### config.mk
export PLATFORM = sky130hd
export DESIGN_NAME = datetime_literal_parser_unit
export DESIGN_NICKNAME = d
export VERILOG_FILES = /design/src/design/dlp_pkg.sv /design/src/design/dlp_step.sv /design/src/design/datetime_literal_parser_unit.sv
export SDC_FILE = /design/constraint.sdc
export NUM_CORES = 1
export LEC_CHECK = 0
export ABC_CLOCK_PERIOD_IN_PS = 18600
export BUFFER_PORTS_ARGS = -buffer_cell sky130_fd_sc_hd__buf_2
export CAP_MARGIN = 25
export CELL_PAD_IN_SITES_DETAIL_PLACEMENT = 1
export CELL_PAD_IN_SITES_GLOBAL_PLACEMENT = 2
export CORE_AREA = 2 2 210 212
export DETAILED_ROUTE_END_ITERATION = 8
export DIE_AREA = 0 0 212 214
export PLACE_DENSITY_LB_ADDON = 0.1
export SYNTH_ARGS = -nofsm -noshare
export SYNTH_HDL_FRONTEND = slang
export SYNTH_SLANG_ARGS = --single-unit
### constraint.sdc
create_clock -name aclk -period 18.6 [get_ports aclk]
set_input_delay 0 -clock aclk [delete_from_list [all_inputs] [get_ports aclk]]
set_output_delay 0 -clock aclk [all_outputs]
set_load 0.02 [all_outputs]
### src/design/dlp_pkg.sv
package dlp_pkg;

    typedef enum logic [2:0] {
        ST_OK     = 3'd0,
        ST_NOTTS  = 3'd1,
        ST_MONTH  = 3'd2,
        ST_DAY    = 3'd3,
        ST_HOUR   = 3'd4,
        ST_MINUTE = 3'd5,
        ST_SECOND = 3'd6
    } status_t;

    // parser state carried from one byte to the next
    typedef struct packed {
        logic        active;
        logic [3:0]  phase;
        logic [1:0]  digit_idx;
        logic [13:0] year_acc;
        logic [6:0]  month_acc;
        logic [6:0]  day_acc;
        logic [6:0]  hour_acc;
        logic [6:0]  minute_acc;
        logic [6:0]  second_acc;
        logic [31:0] nano_acc;
        logic [7:0]  length_count;
    } dlp_state_t;

    // one parse result
    typedef struct packed {
        status_t     status;
        logic        has_time;
        logic [13:0] year;
        logic [3:0]  month;
        logic [4:0]  day;
        logic [4:0]  hours;
        logic [5:0]  minutes;
        logic [5:0]  seconds;
        logic [31:0] nanoseconds;
        logic [7:0]  consumed_length;
    } dlp_result_t;

    localparam int unsigned DATA_W   = 80;
    localparam int unsigned USER_W   = 4;
    localparam logic [7:0]  LEN_MAX  = 8'hFF;
    localparam logic [31:0] NANO_MAX = 32'hFFFF_FFFF;

endpackage

### src/design/dlp_step.sv
module dlp_step (
    input  dlp_pkg::dlp_state_t  state_cur,
    input  logic [7:0]           char_byte,
    input  logic                 start_token,
    output dlp_pkg::dlp_state_t  state_next,
    output logic                 emit,
    output dlp_pkg::dlp_result_t result
);

    // parse phases
    localparam logic [3:0] PH_YEAR     = 4'd0;
    localparam logic [3:0] PH_DOT1     = 4'd1;
    localparam logic [3:0] PH_MONTH    = 4'd2;
    localparam logic [3:0] PH_DOT2     = 4'd3;
    localparam logic [3:0] PH_DAY      = 4'd4;
    localparam logic [3:0] PH_DATE_END = 4'd5;
    localparam logic [3:0] PH_HOUR     = 4'd6;
    localparam logic [3:0] PH_COLON1   = 4'd7;
    localparam logic [3:0] PH_MINUTE   = 4'd8;
    localparam logic [3:0] PH_COLON2   = 4'd9;
    localparam logic [3:0] PH_SECOND   = 4'd10;
    localparam logic [3:0] PH_DOT3     = 4'd11;
    localparam logic [3:0] PH_FRAC1    = 4'd12;
    localparam logic [3:0] PH_FRAC    = 4'd13;

    dlp_pkg::dlp_state_t cur;
    dlp_pkg::dlp_state_t nxt;
    dlp_pkg::status_t    st;
    dlp_pkg::status_t    field_err;
    logic                num_char;
    logic [3:0]          digit;
    logic [7:0]          len_bump;
    logic [6:0]          field_acc;
    logic [6:0]          field_new;
    logic [6:0]          field_limit;
    logic [7:0]          sep_char;
    logic [35:0]         nano_wide;
    logic [31:0]         nano_sat;
    logic                ok;
    logic                timed;

    always_comb begin
        cur = state_cur;
        if (start_token) begin
            cur        = '0;
            cur.active = 1'b1;
        end
    end

    assign num_char = char_byte inside {[8'h30:8'h39]};
    assign digit    = num_char ? char_byte[3:0] : 4'd0;
    assign len_bump = (cur.length_count == dlp_pkg::LEN_MAX) ? cur.length_count
                                                             : cur.length_count + 8'd1;
    assign sep_char = (cur.phase == PH_COLON1 || cur.phase == PH_COLON2) ? 8'h3A : 8'h2E;

    // two-digit field selection
    always_comb begin
        field_acc   = cur.month_acc;
        field_limit = 7'd12;
        field_err   = dlp_pkg::ST_MONTH;
        case (cur.phase)
            PH_MONTH: begin
                field_acc   = cur.month_acc;
                field_limit = 7'd12;
                field_err   = dlp_pkg::ST_MONTH;
            end
            PH_DAY: begin
                field_acc   = cur.day_acc;
                field_limit = 7'd31;
                field_err   = dlp_pkg::ST_DAY;
            end
            PH_HOUR: begin
                field_acc   = cur.hour_acc;
                field_limit = 7'd23;
                field_err   = dlp_pkg::ST_HOUR;
            end
            PH_MINUTE: begin
                field_acc   = cur.minute_acc;
                field_limit = 7'd59;
                field_err   = dlp_pkg::ST_MINUTE;
            end
            PH_SECOND: begin
                field_acc   = cur.second_acc;
                field_limit = 7'd59;
                field_err   = dlp_pkg::ST_SECOND;
            end
            default: begin
                field_acc   = cur.month_acc;
                field_limit = 7'd12;
                field_err   = dlp_pkg::ST_MONTH;
            end
        endcase
    end

    assign field_new = field_acc * 7'd10 + {3'd0, digit};

    // fraction times ten plus digit, clamped to 32 bits
    assign nano_wide = ({4'd0, cur.nano_acc} << 3) + ({4'd0, cur.nano_acc} << 1)
                     + {32'd0, digit};
    assign nano_sat  = (nano_wide[35:32] != 4'd0) ? dlp_pkg::NANO_MAX : nano_wide[31:0];

    always_comb begin
        nxt  = cur;
        emit = 1'b0;
        st   = dlp_pkg::ST_OK;
        if (cur.active) begin
            case (cur.phase)
                PH_YEAR: begin
                    if (!num_char) begin
                        emit = 1'b1;
                        st   = dlp_pkg::ST_NOTTS;
                    end else begin
                        nxt.year_acc     = cur.year_acc * 14'd10 + {10'd0, digit};
                        nxt.length_count = len_bump;
                        if (cur.digit_idx == 2'd3) begin
                            nxt.digit_idx = 2'd0;
                            nxt.phase     = PH_DOT1;
                        end else begin
                            nxt.digit_idx = cur.digit_idx + 2'd1;
                        end
                    end
                end
                PH_DOT1, PH_DOT2, PH_COLON1, PH_COLON2, PH_DOT3: begin
                    if (char_byte != sep_char) begin
                        emit = 1'b1;
                        st   = dlp_pkg::ST_NOTTS;
                    end else begin
                        nxt.length_count = len_bump;
                        nxt.phase        = cur.phase + 4'd1;
                    end
                end
                PH_MONTH, PH_DAY, PH_HOUR, PH_MINUTE, PH_SECOND: begin
                    if (!num_char) begin
                        emit = 1'b1;
                        st   = dlp_pkg::ST_NOTTS;
                    end else begin
                        nxt.length_count = len_bump;
                        case (cur.phase)
                            PH_MONTH:  nxt.month_acc  = field_new;
                            PH_DAY:    nxt.day_acc    = field_new;
                            PH_HOUR:   nxt.hour_acc   = field_new;
                            PH_MINUTE: nxt.minute_acc = field_new;
                            default:   nxt.second_acc = field_new;
                        endcase
                        if (cur.digit_idx == 2'd0) begin
                            nxt.digit_idx = 2'd1;
                        end else begin
                            nxt.digit_idx = 2'd0;
                            if (field_new > field_limit) begin
                                emit = 1'b1;
                                st   = field_err;
                            end else begin
                                nxt.phase = cur.phase + 4'd1;
                            end
                        end
                    end
                end
                PH_DATE_END: begin
                    if (char_byte != 8'h44) begin
                        emit = 1'b1;
                        st   = dlp_pkg::ST_OK;
                    end else begin
                        nxt.length_count = len_bump;
                        nxt.phase        = PH_HOUR;
                    end
                end
                PH_FRAC1: begin
                    if (!num_char) begin
                        emit = 1'b1;
                        st   = dlp_pkg::ST_NOTTS;
                    end else begin
                        nxt.nano_acc     = {28'd0, digit};
                        nxt.length_count = len_bump;
                        nxt.phase        = PH_FRAC;
                    end
                end
                PH_FRAC: begin
                    if (!num_char) begin
                        emit = 1'b1;
                        st   = dlp_pkg::ST_OK;
                    end else begin
                        nxt.nano_acc     = nano_sat;
                        nxt.length_count = len_bump;
                    end
                end
                default: begin
                    emit = 1'b1;
                    st   = dlp_pkg::ST_NOTTS;
                end
            endcase
            if (emit) begin
                nxt.active = 1'b0;
            end
        end
    end

    assign ok    = (st == dlp_pkg::ST_OK);
    assign timed = ok && (nxt.phase >= PH_HOUR);

    always_comb begin
        result.status          = st;
        result.has_time        = timed;
        result.year            = ok ? nxt.year_acc : 14'd0;
        result.month           = ok ? nxt.month_acc[3:0] : 4'd0;
        result.day             = ok ? nxt.day_acc[4:0] : 5'd0;
        result.hours           = timed ? nxt.hour_acc[4:0] : 5'd0;
        result.minutes         = timed ? nxt.minute_acc[5:0] : 6'd0;
        result.seconds         = timed ? nxt.second_acc[5:0] : 6'd0;
        result.nanoseconds     = timed ? nxt.nano_acc : 32'd0;
        result.consumed_length = nxt.length_count;
    end

    assign state_next = nxt;

endmodule

### src/design/datetime_literal_parser_unit.sv
// channel | dir | tdata (low bit up)                  | tuser (low bit up)
// s_      | in  | char_byte[7:0]                      | start_token[0]
// m_      | out | year, month, day, hours, minutes,   | status[2:0], has_time[3]
//         |     | seconds, nanoseconds, consumed_len  |
//
// one byte per cycle sustained while no result is stalled; each byte passes an
// input register, then the parser step logic into the result register
// the byte-to-byte parser state updates in the same cycle the byte is consumed
// aresetn is synchronous, active low; it empties both registers and idles the parser
// a stalled result holds the result register, and the input register keeps
// accepting as long as the held byte can move on
module datetime_literal_parser_unit (
    input  logic        aclk,
    input  logic        aresetn,
    // input beat
    input  logic        s_tvalid,
    output logic        s_tready,
    input  logic [7:0]  s_tdata,   // char_byte[7:0]
    input  logic [0:0]  s_tuser,   // start_token[0]
    // result beat
    output logic        m_tvalid,
    input  logic        m_tready,
    output logic [79:0] m_tdata,   // year[13:0], month[17:14], day[22:18], hours[27:23],
                                   // minutes[33:28], seconds[39:34], nanoseconds[71:40],
                                   // consumed_length[79:72]
    output logic [3:0]  m_tuser    // status[2:0], has_time[3]
);

    // input register
    logic                 in_vld_reg;
    logic [7:0]           in_byte_reg;
    logic                 in_start_reg;

    // parser state, carried between bytes
    dlp_pkg::dlp_state_t  state_reg;
    dlp_pkg::dlp_state_t  state_next;

    // result register
    logic                 out_vld_reg;
    dlp_pkg::dlp_result_t out_res_reg;

    logic                 step_emit;
    dlp_pkg::dlp_result_t step_res;
    logic                 advance;

    // the held byte moves on when the result slot is free or being emptied
    assign advance  = in_vld_reg && (!out_vld_reg || m_tready);
    assign s_tready = !in_vld_reg || advance;

    dlp_step u_step (
        .state_cur   (state_reg),
        .char_byte   (in_byte_reg),
        .start_token (in_start_reg),
        .state_next  (state_next),
        .emit        (step_emit),
        .result      (step_res)
    );

    always_ff @(posedge aclk) begin
        if (!aresetn) begin
            in_vld_reg  <= 1'b0;
            out_vld_reg <= 1'b0;
            state_reg   <= '0;
        end else begin
            if (s_tready) begin
                in_vld_reg <= s_tvalid;
            end
            if (advance) begin
                state_reg   <= state_next;
                out_vld_reg <= step_emit;
            end else if (m_tready) begin
                out_vld_reg <= 1'b0;
            end
        end
    end

    // payload registers
    always_ff @(posedge aclk) begin
        if (s_tready && s_tvalid) begin
            in_byte_reg  <= s_tdata;
            in_start_reg <= s_tuser[0];
        end
        if (advance && step_emit) begin
            out_res_reg <= step_res;
        end
    end

    assign m_tvalid = out_vld_reg;
    assign m_tuser  = {out_res_reg.has_time, out_res_reg.status};
    assign m_tdata  = {out_res_reg.consumed_length,
                       out_res_reg.nanoseconds,
                       out_res_reg.seconds,
                       out_res_reg.minutes,
                       out_res_reg.hours,
                       out_res_reg.day,
                       out_res_reg.month,
                       out_res_reg.year};

`ifndef NO_ASSERTIONS
    // a good literal holds at least the full date
    a_ok_len: assert property (@(posedge aclk) disable iff (!aresetn)
        (m_tvalid && m_tuser[2:0] == dlp_pkg::ST_OK) |-> (m_tdata[79:72] >= 8'd10))
        else $error("ok result shorter than a date");

    // a time part needs a good status and the whole time text
    a_time_len: assert property (@(posedge aclk) disable iff (!aresetn)
        (m_tvalid && m_tuser[3]) |->
            (m_tuser[2:0] == dlp_pkg::ST_OK && m_tdata[79:72] >= 8'd21))
        else $error("time flag on short or failed result");

    // failed parses carry only the length
    a_err_zero: assert property (@(posedge aclk) disable iff (!aresetn)
        (m_tvalid && m_tuser[2:0] != dlp_pkg::ST_OK) |->
            (m_tdata[71:0] == 72'd0 && !m_tuser[3]))
        else $error("error result with nonzero fields");

    // parser state only moves when a byte is consumed
    a_state_hold: assert property (@(posedge aclk) disable iff (!aresetn)
        !advance |=> $stable(state_reg))
        else $error("parser state changed without a byte");

    // a byte waiting behind a stalled result is not lost
    a_in_hold: assert property (@(posedge aclk) disable iff (!aresetn)
        (in_vld_reg && out_vld_reg && !m_tready) |=> in_vld_reg)
        else $error("held byte dropped during stall");
`endif

endmodule
Word-level counts from Yosys, hierarchy flattened
Cells that the tools add are included.
W data, S select, Z words.

cells by class
  $add $sub $neg = 7
  $mul = 2
  $lt $le $gt $ge = 4
  equal/unequal tests = 17
  muxes and demuxes = 55
  reduce and logical (&&, ||, !) cells = 23

operator list
  kind                     number
  $mux W96                 2
  $mux W40                 2
  $mux W35                 2
  $pmux W32 S2             1
  $pmux W8 S5              1
  $add A35 B33 Y36         1
  $add A36 B4 Y36          1
  $mux W7                  5
  $mux W32                 1
  $mux W8                  4
  $mux W4                  7
  $pmux W7 S4              1
  $eq A4 B4 Y1 const B     6
  $pmux W3 S4              2
  $mux W20                 1
  $pmux W4 S5              1
  $pmux W6 S3              1
  $eq A4 B3 Y1 const B     4
  $add A14 B4 Y14          1
  $mul A14 B3 Y13 const B  1
  $mux W1                  14
  $mux W14                 1
  $mux W3                  4
  $reduce_or A5 Y1         2
  32 further kinds         42

storage, ports and cells
  bits in registers = 191
  input port bits = 13
  word-level logic and storage cells = 133

Depth between registers and ports, before layout
  word-level depth = 15
  gate-level depth with buffers = 30
  depth with buffers taken out = 24

By module
From an unflattened synthesis, not the netlist that was laid out.

second synthesis, totals
  cell total of the unflattened synthesis = 1519
  area total of the unflattened synthesis = 13290.2 um2

by module, submodules not included
  module                        instances  cells an instance  area each (um2)
  datetime_literal_parser_unit  1          522                6702.7
  dlp_step                      1          997                6587.6

Worst setup path after synthesis
Ideal clock, no wire load.

  path kind = register to register
  start point = reg in_start_reg
  end point = reg out_res_reg (netlist bit m_tdata[0]), enable pin
  library setup time = 452 ps
  arrival time = 6891 ps
  required time = 18148 ps
  slack = 11256 ps
  stages on the path, launching flop included = 24
  path buffers = 3
  period minus slack after synthesis = 7344 ps
  path through = edfxtp_1 clkbuf_1 clkbuf_1 nor2b_1 inv_1 ha_1 buf_2 nor2_1 or2_2 a222oi_1 nor2_1 ha_1 ha_1 fa_1 xnor2_1 ha_1 nand3_1 o21bai_1 a21oi_1 nor2_1 or3_1 a21oi_1 or2_2 and2_1

on the way
  cells in the longest elaborated chain, start to end = 13
  elaborated cells between the ends (all ways) = 36

ends and longest elaborated chain
  element                                              line                                source
  start: declaration                                   datetime_literal_parser_unit.sv:32  logic in_start_reg;
  start signal: assignment                             datetime_literal_parser_unit.sv:81  in_start_reg <= s_tuser[0];
  $mux W96 (*)                                         dlp_step.sv:44                      if (start_token) begin
  $eq A4 B4 Y1 / $eq A4 B3 Y1 (equally long branches)  dlp_step.sv:61, dlp_step.sv:107
  $pmux W7 S4                                          dlp_step.sv:61                      case (cur.phase)
  $mul A7 B3 Y6                                        dlp_step.sv:95                      assign field_new = field_acc * 7'd10 + {3'd0, digit};
  $add A7 B4 Y7                                        dlp_step.sv:95
  $gt A7 B6 Y1                                         dlp_step.sv:149                     if (field_new > field_limit) begin
  $mux W1                                              dlp_step.sv:149
  $mux W1                                              dlp_step.sv:145                     if (cur.digit_idx == 2'd0) begin
  $mux W1                                              dlp_step.sv:133                     if (!num_char) begin
  $pmux W1 S4                                          dlp_step.sv:107                     case (cur.phase)
  $mux W1                                              dlp_step.sv:106                     if (cur.active) begin
  $mux W1 (*)                                          dlp_step.sv:106
  $logic_and A1 B1 Y1 (*)                              datetime_literal_parser_unit.sv:83  if (advance && step_emit) begin
  end signal: assignment                               datetime_literal_parser_unit.sv:84  out_res_reg <= step_res;
  end: declaration                                     datetime_literal_parser_unit.sv:40  dlp_pkg::dlp_result_t out_res_reg;

Every way passes the cells marked *; elsewhere a longest branch is shown, timed or not. The select of a mux whose other input is x is not followed.
A chain may end at the register's enable or synchronous reset.

Worst setup path in the final report
  start point = reg in_start_reg
  end point = reg out_res_reg (netlist bit m_tdata[34]), enable pin

Same word-level chain as after synthesis.

==> impl_metrics.yaml <==
finish:
  nets: 1610
  fillCellCount: 4955
  finalNonFillerCells: 2084
  final_cell_area_um2: 14500
  area_delta_synth_final_pct: 13.9
  diodes: 0
  largest_register_ffs: 91
  drive_gt1_share_pct: 13.9
  ff_latch_area_um2: 4650
  multi_input_area_um2: 7610
sta:
  slew_viol_final: 0
  finalHoldViolations: 0
  fmax_mhz: 131
  final-setup-viol-count: 0
  timing.slew.headroom_pct: 31.2
  period_needed_ps: 7620
  finalClockSkew_ps: 12.1
  rsz0062_at_grt: "no"
  tns_ps: 0
  whs_ps: 79.8
  tightest_slew_ps: 1020
  min_period_over_period_pct: 41.0
floorplanning:
  chipWidth_um: 212
  dieArea_um2: 45400
  start_util_pct: 29.7
  dieHeight_um: 214
  rows: 76
  io_pins: 99
  coreArea_um2: 42900
clock_tree:
  insertion_delay_ps: 500
  cts_root_buf: "clkbuf_16"
  cts_sinks: 186
  post_cts_buffers: 0
  cts_tree: "yes"
  cts-buffers-inserted: 17
  htreeDepth: 4
  clock_path_buffers: 2
  path_clk_slew_ps: 80
power:
  power_density_nw_per_um2: 64.5
  vdd_drop_max_v: 0.0000456
  pwr-share-seq_pct: 47.8
  swShare_pct: 27.5
  leakagePower_uw: 0.00557
  pwr-share-comb_pct: 9.8
  internal-power_uw: 679
  clkPwrFrac_pct: 42.3
  p_sw_uw: 257
  p_total_uw: 936
place:
  dp_hpwl_um: 32000
  port_buffers: 98
  place_congestion: 0.845
  place_area_um2: 13800
  placedCellCount: 2039
setup_path:
  required_ps: 18710
  r2r-end: "m_tdata[34]$_SDFFCE_PN0P_"
  ff2ff_setup_slack_ps: 10980
  crit_path_start_kind: "register"
  worst-path-max-fanout: 61
  ff2ff_path_depth: 23
  worstSetupPathType: "reg -> reg"
  cp.arrival_ps: 7740
  end_kind: "register"
  rr_startpoint: "in_start_reg$_DFFE_PP_"
drt:
  num_vias: 11194
  dr.pass1.iters: 5
  route.detailed.drc: 0
  vias_per_cell: 5.37
  antenna_left: 0
  wl_um: 44900
  drt_iter0_drc: 531
  wl_per_cell_um: 21.5
grt:
  grt_pass1_vias: 11468
  antenna_found_initial: 0
  grt.overflow.total: 0
  grt_pass1_wl_um: 69300
  grt_usage_pct: 20.1
  grt_max_degree: 70
synth:
  synth_top_family_by_area: "compound AO/OA/AOI/OAI gates"
  synth_seq_area_share_pct: 36.5
  avgSynthCellArea_um2: 8.99
  synth_area_leaders: "edfxtp_1, dfxtp_1, ha_1, a21oi_1, nor2_1"
  synth_top_area_share_pct: 21.9
  async_reset_ff_share_pct: 0
  synth_xor_area_share_pct: 4.12
  synth_top_area_cell: "edfxtp_1"
  synth_cell_types: 92
  ys_ff_latch: 186
  synthSimpleGateAreaFrac_pct: 19.1
  synth_flop_cell: "edfxtp_1"
  netlist_instances: 1418
  synth_fa_ha_area_share_pct: 11.2
  yosysWarnings: 0
  syn-cell-area_um2: 12800
  synth-compound-area-share_pct: 24.7
  synth_edf_count: 93
  synth_nets: 1542
  synthMuxAreaShare_pct: 0.324
run_status:
  status: "finished, final reports clean"
worst_hold_path:
  min_to: "state_reg[23]$_SDFFE_PN0P_"
  holdCritStartpoint: "aresetn"
  holdPathStages: 3
  hp-class: "in -> reg"
flow_run:
  cap_violations: 0
routing by layer:
metal	wire length, µm	vias up	track usage (%)
li1	-	5420	-
met1	21200	5579	26.5
met2	21700	150	33.3
met3	1220	45	3.80
met4	844	0	5.77
met5	0	-	0
area by class of cell:
type | instances | share of cell area [%]
clock buffers | 20 | 3.01
clock inverters | 12 | 1.14
inverters | 35 | 0.948
multi-input cells | 1113 | 52.4
flip-flops and latches | 186 | 32.0
well taps | 585 | 5.04
repair buffers | 133 | 5.43
layout by cell type (no fill, tap or decap), types with 19 or more instances in the layout:
cell and count:
a211oi_1 19, a21o_1 21, a21oi_1 140, a22o_1 23, a22oi_1 30, buf_2 98, buf_4 22, dfxtp_1 93
edfxtp_1 93, ha_1 105, inv_1 32, nand2_1 124, nand3_1 27, nor2_1 145, nor2b_1 57, nor3b_1 29
o21ai_0 69, xnor2_1 35
synth_stat cells, types with 10 or more instances:
library cell and n:
a22o_1 23, a21oi_1 140, nor3_1 21, buf_2 10, a22oi_1 30, inv_1 32, nand3_1 27, o21ai_0 70
a211oi_1 19, edfxtp_1 93, nand2_1 124, o221a_2 18, xor2_1 18, nand2b_1 12, and2_1 15, xnor2_1 35
and3_1 15, o21a_1 12, a32oi_1 11, clkbuf_1 60, nor3b_1 29, a21o_1 21, nor2_1 147, dfxtp_1 93
nor2b_1 57, nand4_1 11, ha_1 105
power groups by stage:
| stage | combinational [µW] | sequential (µW) | clock (µW) |
|---|---|---|---|
| floorplan | 52.0 | 463 | 0 |
| global placement | 90.5 | 457 | 0 |
| detailed placement | 91.2 | 457 | 0 |
| CTS | 93.4 | 448 | 411 |
| global route | 100 | 449 | 423 |
| finish | 92.1 | 448 | 396 |
kinds of logic after synthesis:
| family | count (synthesis) |
|---|---|
| buf+inv | 119 |
| flops | 186 |
| mux | 4 |
| compound gates | 452 |
| xor+xnor | 56 |
| fa+ha+maj | 111 |
| simple gates | 490 |
critical path, stage by stage (launching register included):
cell and delay [ps]:
edfxtp_1 360, buf_4 440, nor2b_1 240, inv_1 220
ha_1 680, nor2_1 240, or2_2 400, a222oi_1 370
nor2_1 110, ha_1 310, ha_1 330, inv_1 70
o21bai_1 160, xor2_1 430, ha_1 340, nand3_1 110
nor2_1 50, a21oi_1 330, nor2_1 130, or3_1 390
a21oi_1 140, or2_2 140, and2_4 370, buf_4 760
metrics by stage:
| stage | setup slack [ps] | util (%) |
|---|---|---|
| final | 10980 | 33.9 |
| after floorplan | 11260 | - |
| after detailed placement | 10960 | 32.2 |
| after global placement | 11100 | 32.1 |
| after global routing | 10280 | 33.9 |
| after CTS | 10930 | 33.8 |
repair_timing:
action                    4_1_cts  5_1_grt
hold buffers                   12        0
gates resized for setup         0        0
hold endpoints to repair       11        0
how the worst max path moves through the flow:
stage | endpoint | slack [ps] | startpoint | depth (start not counted)
after global placement | m_tdata[30]$_SDFFCE_PN0P_ | 11100 | in_start_reg$_DFFE_PP_ | 23
after CTS | m_tdata[34]$_SDFFCE_PN0P_ | 10930 | in_start_reg$_DFFE_PP_ | 23
final | m_tdata[34]$_SDFFCE_PN0P_ | 10980 | in_start_reg$_DFFE_PP_ | 23
after global routing | m_tdata[67]$_SDFFCE_PN0P_ | 10280 | in_start_reg$_DFFE_PP_ | 24
after floorplan | m_tdata[0]$_SDFFCE_PP0P_ | 11260 | in_start_reg$_DFFE_PP_ | 23
after detailed placement | m_tdata[30]$_SDFFCE_PN0P_ | 10960 | in_start_reg$_DFFE_PP_ | 23
No activity file was read; power rests on OpenSTA's default activity.
